==> src/csc_pkg.sv <==
// ----------------------------------------------------------------------------
// Conveyor speed controller package
// Shared state codes, key codes and the result word type.
// ----------------------------------------------------------------------------
package csc_pkg;

   // Drive machine state codes.
   localparam logic [1:0] DRV_STOPPED = 2'd0;
   localparam logic [1:0] DRV_SPEED1  = 2'd1;
   localparam logic [1:0] DRV_SPEED2  = 2'd2;
   localparam logic [1:0] DRV_EMERG   = 2'd3;

   // Measuring machine state codes.
   localparam logic [1:0] MEAS_LOW  = 2'd0;
   localparam logic [1:0] MEAS_HIGH = 2'd1;
   localparam logic [1:0] MEAS_SHOW = 2'd2;

   // Key codes.
   localparam logic [1:0] KEY_ZERO = 2'd1;
   localparam logic [1:0] KEY_ONE  = 2'd2;
   localparam logic [1:0] KEY_TWO  = 2'd3;

   // Motor output codes.
   localparam logic [1:0] MODE_OFF    = 2'd0;
   localparam logic [1:0] MODE_SPEED1 = 2'd1;
   localparam logic [1:0] MODE_SPEED2 = 2'd2;

   // Register index of pulses_per_cm and its reset value.
   localparam logic       REG_PULSES_PER_CM = 1'b0;
   localparam logic [7:0] PULSES_RESET      = 8'd10;

   localparam logic [15:0] SPEED_MAX = 16'hFFFF;

   // One result word.
   typedef struct packed {
      logic [1:0]  drive_mode;
      logic        emergency_shown;
      logic        speed_valid;
      logic [15:0] speed_cm_s;
      logic        window_restart;
   } rsp_word_type;

endpackage

==> src/conveyor_speed_controller.sv <==
// ----------------------------------------------------------------------------
// Conveyor speed controller
// Each taken control tick registers one result word into the output queue.
// Throughput: one tick per cycle while the two-word output queue before rsp_
// has room, except a tick that computes the speed, which holds off the next
// tick while the bit-serial divider shifts one quotient bit per cycle.
// Reset (synchronous, active high) stops the drive, clears the measurement and
// loads pulses_per_cm with 10.
// ----------------------------------------------------------------------------
module conveyor_speed_controller #(
   parameter int COUNT_WIDTH = 16
) (
   input  logic        clock,
   input  logic        reset,
   // Control tick channel.
   input  logic        req_valid,
   output logic        req_ready,
   input  logic [1:0]  req_key_code,
   input  logic        req_encoder_level,
   input  logic        req_window_elapsed,
   // Result channel.
   output logic        rsp_valid,
   input  logic        rsp_ready,
   output logic [1:0]  rsp_drive_mode,
   output logic        rsp_emergency_shown,
   output logic        rsp_speed_valid,
   output logic [15:0] rsp_speed_cm_s,
   output logic        rsp_window_restart,
   // Register port.
   input  logic        csr_psel,
   input  logic        csr_penable,
   input  logic        csr_pwrite,
   input  logic [2:0]  csr_paddr,
   input  logic [31:0] csr_pwdata,
   output logic [31:0] csr_prdata,
   output logic        csr_pready
);

   import csc_pkg::*;

   localparam int CNT_WIDTH = $clog2(COUNT_WIDTH);
   localparam int EXT_WIDTH = (COUNT_WIDTH > 16) ? COUNT_WIDTH : 16;

   // Configuration and control state.
   logic [7:0]             ppc_ff;
   logic [1:0]             drive_ff, drive_in;
   logic [1:0]             meas_ff, meas_in;
   logic                   pend_ff, pend_in;
   logic [COUNT_WIDTH-1:0] count_ff, count_in;
   logic                   level_ff, level_in;
   logic                   emerg_ff, emerg_in;
   logic [15:0]            speed_ff, speed_in;

   // Divider state.
   logic                   busy_ff;
   logic [CNT_WIDTH-1:0]   div_cnt_ff;
   logic [COUNT_WIDTH-1:0] div_q_ff;
   logic [7:0]             div_rem_ff;
   logic [7:0]             div_den_ff;

   // Output queue.
   rsp_word_type           slot0_ff, slot1_ff;
   logic [1:0]             fill_ff;

   logic                   req_fire, rsp_fire, cfg_write;
   logic                   div_start, restart_meas, measure_run;
   rsp_word_type           word_in;
   logic [8:0]             trial;
   logic                   trial_ge;
   logic [8:0]             trial_diff;
   logic [COUNT_WIDTH-1:0] quot_next;
   logic [EXT_WIDTH-1:0]   quot_ext;
   logic [15:0]            quot_sat;

   // Handshakes.
   assign req_ready  = !busy_ff && (fill_ff != 2'd2);
   assign req_fire   = req_valid && req_ready;
   assign rsp_valid  = (fill_ff != 2'd0);
   assign rsp_fire   = rsp_valid && rsp_ready;
   assign csr_pready = 1'b1;
   assign cfg_write  = csr_psel && csr_penable && csr_pwrite
                       && (csr_paddr[2] == REG_PULSES_PER_CM);
   assign csr_prdata = (csr_paddr[2] == REG_PULSES_PER_CM) ? {24'd0, ppc_ff} : 32'd0;

   // Output fields come from the queue head.
   assign rsp_drive_mode      = slot0_ff.drive_mode;
   assign rsp_emergency_shown = slot0_ff.emergency_shown;
   assign rsp_speed_valid     = slot0_ff.speed_valid;
   assign rsp_speed_cm_s      = slot0_ff.speed_cm_s;
   assign rsp_window_restart  = slot0_ff.window_restart;

   // Next state of both machines for the tick on the input.
   always_comb begin
      drive_in     = drive_ff;
      meas_in      = meas_ff;
      pend_in      = pend_ff;
      count_in     = count_ff;
      level_in     = level_ff;
      emerg_in     = emerg_ff;
      speed_in     = speed_ff;
      div_start    = 1'b0;
      restart_meas = 1'b0;
      measure_run  = 1'b0;
      word_in      = '0;

      case (drive_ff)
         DRV_STOPPED: begin
            if (req_key_code == KEY_ZERO) drive_in = DRV_SPEED1;
         end
         DRV_SPEED1, DRV_SPEED2: begin
            if (emerg_ff) drive_in = DRV_EMERG;
            else if (drive_ff == DRV_SPEED1 && req_key_code == KEY_ONE) drive_in = DRV_SPEED2;
            else if (drive_ff == DRV_SPEED2 && req_key_code == KEY_TWO) drive_in = DRV_SPEED1;
            else if (req_key_code == KEY_ZERO) drive_in = DRV_STOPPED;
            measure_run = 1'b1;
         end
         default: begin
            if (req_key_code == KEY_ZERO) begin
               emerg_in     = 1'b0;
               drive_in     = DRV_STOPPED;
               restart_meas = 1'b1;
            end
         end
      endcase

      // One step of the measuring machine while the belt was driven.
      if (measure_run) begin
         case (meas_ff)
            MEAS_LOW, MEAS_HIGH: begin
               if (req_window_elapsed) begin
                  pend_in = 1'b1;
               end else if (pend_ff) begin
                  meas_in = MEAS_SHOW;
                  if (ppc_ff == 8'd0) speed_in = SPEED_MAX;
                  else div_start = 1'b1;
               end else if (meas_ff == MEAS_LOW) begin
                  if (!level_ff) level_in = req_encoder_level;
                  else meas_in = MEAS_HIGH;
               end else begin
                  if (level_ff) begin
                     level_in = req_encoder_level;
                  end else begin
                     if (count_ff != {COUNT_WIDTH{1'b1}}) count_in = count_ff + 1'b1;
                     meas_in = MEAS_LOW;
                  end
               end
            end
            MEAS_SHOW: begin
               if (pend_ff && speed_ff == 16'd0) begin
                  emerg_in = 1'b1;
               end else if (pend_ff) begin
                  word_in.speed_valid = 1'b1;
                  word_in.speed_cm_s  = speed_ff;
                  restart_meas        = 1'b1;
               end
            end
            default: begin
               restart_meas = 1'b1;
            end
         endcase
      end

      // Measurement restart clears the window bookkeeping.
      if (restart_meas) begin
         pend_in  = 1'b0;
         speed_in = 16'd0;
         count_in = '0;
         level_in = 1'b0;
         meas_in  = MEAS_LOW;
         word_in.window_restart = 1'b1;
      end

      case (drive_in)
         DRV_SPEED1: word_in.drive_mode = MODE_SPEED1;
         DRV_SPEED2: word_in.drive_mode = MODE_SPEED2;
         default:    word_in.drive_mode = MODE_OFF;
      endcase
      word_in.emergency_shown = (drive_in == DRV_EMERG);
   end

   // One restoring divide step: next remainder and quotient bit.
   assign trial      = {div_rem_ff, div_q_ff[COUNT_WIDTH-1]};
   assign trial_ge   = (trial >= {1'b0, div_den_ff});
   assign trial_diff = trial - {1'b0, div_den_ff};
   assign quot_next  = {div_q_ff[COUNT_WIDTH-2:0], trial_ge};
   assign quot_ext   = EXT_WIDTH'(quot_next);
   assign quot_sat   = (quot_ext > EXT_WIDTH'(SPEED_MAX)) ? SPEED_MAX : quot_ext[15:0];

   // Configuration register.
   always_ff @(posedge clock) begin
      if (reset) begin
         ppc_ff <= PULSES_RESET;
      end else if (cfg_write) begin
         ppc_ff <= csr_pwdata[7:0];
      end
   end

   // Machine state and the serial divider.
   always_ff @(posedge clock) begin
      if (reset) begin
         drive_ff   <= DRV_STOPPED;
         meas_ff    <= MEAS_LOW;
         pend_ff    <= 1'b0;
         count_ff   <= '0;
         level_ff   <= 1'b0;
         emerg_ff   <= 1'b0;
         speed_ff   <= 16'd0;
         busy_ff    <= 1'b0;
         div_cnt_ff <= '0;
      end else if (req_fire) begin
         drive_ff <= drive_in;
         meas_ff  <= meas_in;
         pend_ff  <= pend_in;
         count_ff <= count_in;
         level_ff <= level_in;
         emerg_ff <= emerg_in;
         speed_ff <= speed_in;
         if (div_start) begin
            busy_ff    <= 1'b1;
            div_cnt_ff <= CNT_WIDTH'(COUNT_WIDTH - 1);
         end
      end else if (busy_ff) begin
         div_cnt_ff <= div_cnt_ff - 1'b1;
         if (div_cnt_ff == '0) begin
            busy_ff  <= 1'b0;
            speed_ff <= quot_sat;
         end
      end
   end

   // Divider datapath: the dividend shifts out as the quotient shifts in.
   always_ff @(posedge clock) begin
      if (req_fire && div_start) begin
         div_q_ff   <= count_ff;
         div_rem_ff <= 8'd0;
         div_den_ff <= ppc_ff;
      end else if (busy_ff) begin
         div_q_ff   <= quot_next;
         div_rem_ff <= trial_ge ? trial_diff[7:0] : trial[7:0];
      end
   end

   // Two-word output queue; slot0 is the head.
   always_ff @(posedge clock) begin
      if (reset) begin
         fill_ff <= 2'd0;
      end else begin
         case ({req_fire, rsp_fire})
            2'b01:   fill_ff <= fill_ff - 1'b1;
            2'b10:   fill_ff <= fill_ff + 1'b1;
            default: fill_ff <= fill_ff;
         endcase
      end
   end

   always_ff @(posedge clock) begin
      case ({req_fire, rsp_fire})
         2'b01: begin
            slot0_ff <= slot1_ff;
         end
         2'b10: begin
            if (fill_ff == 2'd0) slot0_ff <= word_in;
            else slot1_ff <= word_in;
         end
         2'b11: begin
            if (fill_ff == 2'd1) begin
               slot0_ff <= word_in;
            end else begin
               slot0_ff <= slot1_ff;
               slot1_ff <= word_in;
            end
         end
         default: begin
            slot0_ff <= slot0_ff;
         end
      endcase
   end

endmodule

==> config.mk <==
export PLATFORM = sky130hd
export DESIGN_NAME = conveyor_speed_controller
export DESIGN_NICKNAME = d
export VERILOG_FILES = /design/src/csc_pkg.sv /design/src/conveyor_speed_controller.sv
export SDC_FILE = /design/constraint.sdc
export NUM_CORES = 1
export LEC_CHECK = 0
export BUFFER_PORTS_ARGS = -buffer_cell sky130_fd_sc_hd__buf_4
export CORE_MARGIN = 2
export CORE_UTILIZATION = 55
export CTS_CLUSTER_SIZE = 30
export DETAILED_ROUTE_END_ITERATION = 6
export PLACE_DENSITY = 0.78
export SLEW_MARGIN = 20
export SYNTH_ARGS = -nofsm -noshare
export SYNTH_HDL_FRONTEND = slang
export SYNTH_SLANG_ARGS = --single-unit
==> constraint.sdc <==
create_clock -name clock -period 5.8 [get_ports clock]
set_input_delay 0.58 -clock clock [delete_from_list [all_inputs] [get_ports clock]]
set_output_delay 0.58 -clock clock [all_outputs]
set_load 0.1 [all_outputs]
* Word-level counts from Yosys, hierarchy flattened
Index checks and enable logic that the tools add are counted.
Operators by class: add/sub/neg operators 5, $lt $le $gt $ge 2, equality and inequality tests 31, mux-type cells 85, bitwise gates (word level) 1, reductions and logical operators 39
Operators with widths (number):
- $mux 16 | 20
- $mux 21 | 4
- $mux 17 | 4
- $pmux 21 s3 | 1
- $pmux 21 s2 | 1
- $mux 1 | 33
- $mux 2 | 13
- $reduce_bool 2->1 | 10
- $add 16x1->16 const B | 1
- $eq 2x2->1 const B | 8
- $gt 16x16->1 const B | 1
- $logic_not 16->1 | 1
- $mux 8 | 2
- $ne 16x16->1 const B | 1
- $eq 2x1->1 const B | 6
- $mux 4 | 3
- $pmux 2 s2 | 3
- $logic_and 1x1->1 | 10
- $ne 2x2->1 const B | 5
- $ge 9x8->1 | 1
- $ne 3x1->1 const B | 3
- $logic_not 8->1 | 1
- $ne 2x1->1 const B | 4
- $reduce_and 8->1 | 1
- other kinds (21) | 26
Word-level totals: flip-flop bits (word level) 128, input port bits 46, output and inout port bits 56, logic and storage cells 187

* Logic depth before layout (Yosys ltp)
depth after elaboration 10, gate-level depth with buffers 13, depth with buffers taken out 10

* Worst setup path after synthesis
No wires, ideal clock.
path kind register -> register, start point register fill_ff[0], end point register slot1_ff[0] in the netlist's numbering, enable pin, library setup time 0.432 ns, arrival 4.652 ns, data required time 5.368 ns, slack 0.716 ns, stages on the path, launching flop included 11, buffers on the path 2, clock period less this slack 5.084 ns, cell sequence dfxtp_1 > inv_1 > ha_1 > nor2_1 > nand2_1 > inv_1 > buf_2 > ha_1 > clkbuf_1 > nor2_1 > a211oi_1
On the way: cells in the longest elaborated chain, start to end 6, elaborated cells on any way between the ends 13, classes of those cells eq/ne: 6; reduce/logical: 7
RTL lines:
- from (decl) | line conveyor_speed_controller.sv:63 | logic [1:0] fill_ff;
- from (signal assigned) | line conveyor_speed_controller.sv:249 | 2'b01: fill_ff <= fill_ff - 1'b1;
- from (signal assigned) | line conveyor_speed_controller.sv:250 | 2'b10: fill_ff <= fill_ff + 1'b1;
- from (signal assigned) | line conveyor_speed_controller.sv:251 | default: fill_ff <= fill_ff;
- $ne 2x2->1 (*) | line conveyor_speed_controller.sv:76 | assign req_ready = !busy_ff && (fill_ff != 2'd2);
- $logic_and 1x1->1 (*) | line conveyor_speed_controller.sv:76
- via req_ready | line conveyor_speed_controller.sv:17 | output logic req_ready,
- $logic_and 1x1->1 (*) | line conveyor_speed_controller.sv:77 | assign req_fire = req_valid && req_ready;
- via req_fire | line conveyor_speed_controller.sv:65 | logic req_fire, rsp_fire, cfg_write;
- $eq 2x2->1 | line conveyor_speed_controller.sv:257 | case ({req_fire, rsp_fire})
- $ne 2x2->1 (no line) or $reduce_bool 2->1 (tied branches)
- $reduce_and 3->1 (no line) (*)
- to (signal assigned) | line conveyor_speed_controller.sv:263 | else slot1_ff <= word_in;
- to (signal assigned) | line conveyor_speed_controller.sv:270 | slot1_ff <= word_in;
- to (decl) | line conveyor_speed_controller.sv:62 | rsp_word_type slot0_ff, slot1_ff;
Mark *: on every way through the listed nets, which the timed path passes. The rest lies on a longest branch. A chain may end at the register's enable or synchronous reset.

* Worst setup path after layout
start point register fill_ff[0], end point register div_q_ff[5], enable pin
On the way: cells in the longest elaborated chain, start to end 5
RTL lines:
- $ne 2x2->1 | line conveyor_speed_controller.sv:76
- $logic_and 1x1->1 | line conveyor_speed_controller.sv:76
- $logic_and 1x1->1 | line conveyor_speed_controller.sv:77
- $logic_and 1x1->1 | line conveyor_speed_controller.sv:233 | if (req_fire && div_start) begin
- $reduce_bool 2->1 (no line)
- to (signal assigned) | line conveyor_speed_controller.sv:234 | div_q_ff <= count_ff;
- to (signal assigned) | line conveyor_speed_controller.sv:238 | div_q_ff <= quot_next;
- to (decl) | line conveyor_speed_controller.sv:57 | logic [COUNT_WIDTH-1:0] div_q_ff;
Every way passes these cells.

==> flow_summary_export.csv <==
group,metric,value,unit
status,status,"finished, final reports clean",
floorplan,initial_utilization,55.83,%
sta,setup_viol_count_final,0,
sta,slew_viol_final,0,
floorplan,std_cell_rows,39,
global_route,grt_max_degree,42,
power_and_ir_drop,switching_share,42.23,%
synth,synthFlopType,"edfxtp_1",
floorplan,ios,102,
cells_and_area,finalInstanceArea,7164,sq um
worst_hold_path,worstHoldStart,"csr_pwdata[1]",
routing,viasPerCell,5.705,
cts,cts-resized-gates,0,
setup_path,crit_arrival,3.31,ns
sta,final_min_period_over_clock_period,56.40,%
routing,dr.pass1.iters,7,
global_route,grtUsageTotal,20.66,%
placed_design,dp_cells,764,
setup_path,worstSetupEndpointType,"flop",
cts,cts_made_buffers,17,
sta,hold_ws,0.3771,ns
placed_design,placed_cell_area,6631,sq um
cells_and_area,mostFrequentLayoutCell,"edfxtp_1",
routing,drt_wl_total,12410,um
synth,syn-cell-area,6294,sq um
synth,netlist_instances,598,
placed_design,gp_congestion,0.8534,
cts,htree_num_levels,4,
cts,cts.sinks,128,
setup_path,startpoint_type,"flop",
worst_hold_path,hp-class,"in -> reg",
sta,fmax,0.3057,GHz
setup_path,crit_fanout,21,
power_and_ir_drop,p_comb_share,37.3,%
setup_path,crit_type,"reg -> reg",
sta,fin_crit,3.271,ns
routing,drtIter0Drc,323,
synth,seq_area_frac_synth,51.21,%
cts,holdBufCountCts,0,
routing,drc,0,
power_and_ir_drop,powerDensity,485.1,nW/um^2
synth,ys_types,62,
cts,cts_tree,"done",
setup_path,rrSetupSlack,2.53,ns
synth,async_reset_ff_share,0,%
setup_path,reg2reg_depth,9,
synth,syn_avg_cell_area,10.52,sq um
global_route,grt_pass1_wl,20690,um
sta,fin_setup_tns,0,ns
floorplan,core-area,11270,sq um
floorplan,fp.dieArea,12310,sq um
cells_and_area,nets,706,
power_and_ir_drop,clockPowerShare,27.1,%
power_and_ir_drop,p_total,3.476,mW
floorplan,die_h,111.0,um
synth,yosysWarnings,0,
sta,worst_slew_pin_slew,0.8770,ns
setup_path,reg2reg_from,"fill_ff[0]",
job,drv_cap,0,
cts,cts.clk_slew.worst_paths,0.06,ns
floorplan,die_w,111.0,um
power_and_ir_drop,p_int,2.008,mW
setup_path,r2r_end,"div_q_ff[5]",
global_route,grt_pass1_vias,4411,
cells_and_area,layout-drive-gt1-share,18.53,%
sta,rsz0062_at_grt,"false",
power_and_ir_drop,peakVddDrop,0.4382,mV
routing,postRouteAntennaNets,0,
setup_path,required,5.84,ns
cells_and_area,num_antenna_cells,0,
sta,hold_viol,0,
worst_hold_path,whs_endpoint,"ppc_ff[1]",
cts,post_cts_buffers,0,
routing,via_count,4541,
power_and_ir_drop,seqPwrFrac,35.6,%
power_and_ir_drop,p_sw,1.468,mW
routing,wl_per_cell,15.59,um
synth,synth_seq_cells,128,
cts,cts.path.max_buffers,2,
placed_design,numPortBuffers,50,
placed_design,dpl.hpwl,8579,um
cts,ctsRootBufferMaster,"clkbuf_16",
global_route,grt-ovfl-total,0,
worst_hold_path,hold_depth,3,
cells_and_area,area_delta_synth_final,13.84,%
global_route,antenna_found_initial,0,
power_and_ir_drop,p_leak,2.846,nW
cts,worstSkewPairLatency,0.42,ns
synth,synth-edff-count,66,
cells_and_area,fin_cells,796,
cells_and_area,final_cell_mix,"edfxtp_1 (66), dfxtp_1 (62), nor2_1 (57), buf_4 (54), nand2_1 (41)",
sta,finClkSkew,0.01041,ns
sta,relSlewSlack,41.40,%
[stage by stage]
stage	setup WS, ns	utilization, %
floorplan	0.7164	-
global route	2.116	63.56
global placement	2.325	58.83
detailed placement	2.165	58.83
CTS	2.168	63.50
finish	2.529	63.56
[synthesized netlist by cell type (5+ instances only)]
library cell	instances	area, sq um
and2_1	19	118.9
a21oi_1	41	205.2
o2111ai_1	5	43.79
nor2_1	58	217.7
a211oi_1	7	52.55
mux2_2	15	168.9
inv_1	24	90.09
ha_1	19	237.7
edfxtp_1	66	1982
xor2_1	15	131.4
o21a_1	5	37.54
nand4_1	6	37.54
nor4_1	8	50.05
a21o_1	5	37.54
buf_2	12	60.06
nand3_1	9	45.04
nor2b_1	12	75.07
a211oi_2	14	175.2
mux2i_1	7	70.07
nand2_1	41	153.9
or3_1	5	31.28
dfxtp_1	62	1241
o21ai_0	22	110.1
nor3_1	9	45.04
clkbuf_1	11	41.29
buf_4	27	202.7
a22o_1	18	157.7
o211ai_1	5	37.54
[power groups by stage]
| stage | combinational [mW] | sequential [mW] | clock (mW) |
|---|---|---|---|
| global placement | 1.27 | 1.24 | 0 |
| finish | 1.30 | 1.24 | 0.942 |
| CTS | 1.30 | 1.24 | 0.950 |
| floorplan | 0.512 | 1.81 | 0 |
| detailed placement | 1.30 | 1.26 | 0 |
| global route | 1.36 | 1.25 | 0.994 |
[kinds of logic after synthesis]
| logic type | count (synthesis) | synth area share (%) |
|---|---|---|
| other | 2 | 0.1193 |
| DFF | 128 | 51.21 |
| and+or+nand+nor | 187 | 14.75 |
| muxes | 22 | 3.797 |
| xor gates and xnor gates | 18 | 2.505 |
| buffers and inverters | 80 | 6.978 |
| adders and majority gates | 20 | 4.095 |
| AOI/OAI and AO/OA | 141 | 16.54 |
[per-layer routing]
layer	track usage, %	up-vias	share of wire, %
met4	8.083	0	1.8
met2	36.44	141	51
met1	24.22	2171	42
met5	0	-	0
li1	-	2209	-
met3	5.139	20	4.8
[flip-flops by register name (all words and copies together), names as in the netlist, 2 cells and up]
signal / cells
slot1_ff: 21
rsp_drive_mode: 2
div_cnt_ff: 4
speed_ff: 16
count_ff: 16
meas_ff: 2
rsp_speed_cm_s: 16
drive_ff: 2
fill_ff: 2
ppc_ff: 8
div_den_ff: 8
div_q_ff: 16
div_rem_ff: 8
[critical path, cell delays in order (launching register included)]
cell	delay (ns)
dfxtp_1	0.36
inv_1	0.08
ha_1	0.21
nor2_1	0.13
nand2_1	0.42
inv_1	0.52
nand4_1	0.26
a21oi_2	0.18
nor2_1	0.14
inv_1	0.57
[worst max-delay path by stage]
| stage | start | to | cells past startpoint |
|---|---|---|---|
| 4_1_cts | busy_ff | rsp_speed_cm_s[10] | 7 |
| 3_3_place_gp | busy_ff | rsp_speed_cm_s[11] | 7 |
| 2_1_floorplan | fill_ff[0] | slot1_ff[0] | 10 |
| 3_5_place_dp | busy_ff | rsp_speed_cm_s[10] | 7 |
| 5_1_grt | busy_ff | div_rem_ff[5] | 8 |
| 6_report | fill_ff[0] | div_q_ff[5] | 9 |
[area by class of cell]
class / count / area, sq um
Tap cell: 143 / 178.9
Clock inverter: 12 / 90.09
Sequential cell: 128 / 3223
Clock buffer: 20 / 436.7
Inverter: 26 / 97.59
Timing Repair Buffer: 54 / 405.4
Multi-Input combinational cell: 413 / 2733
Fill cell: 862 / 4108
Power figures use the tool's default switching activity.
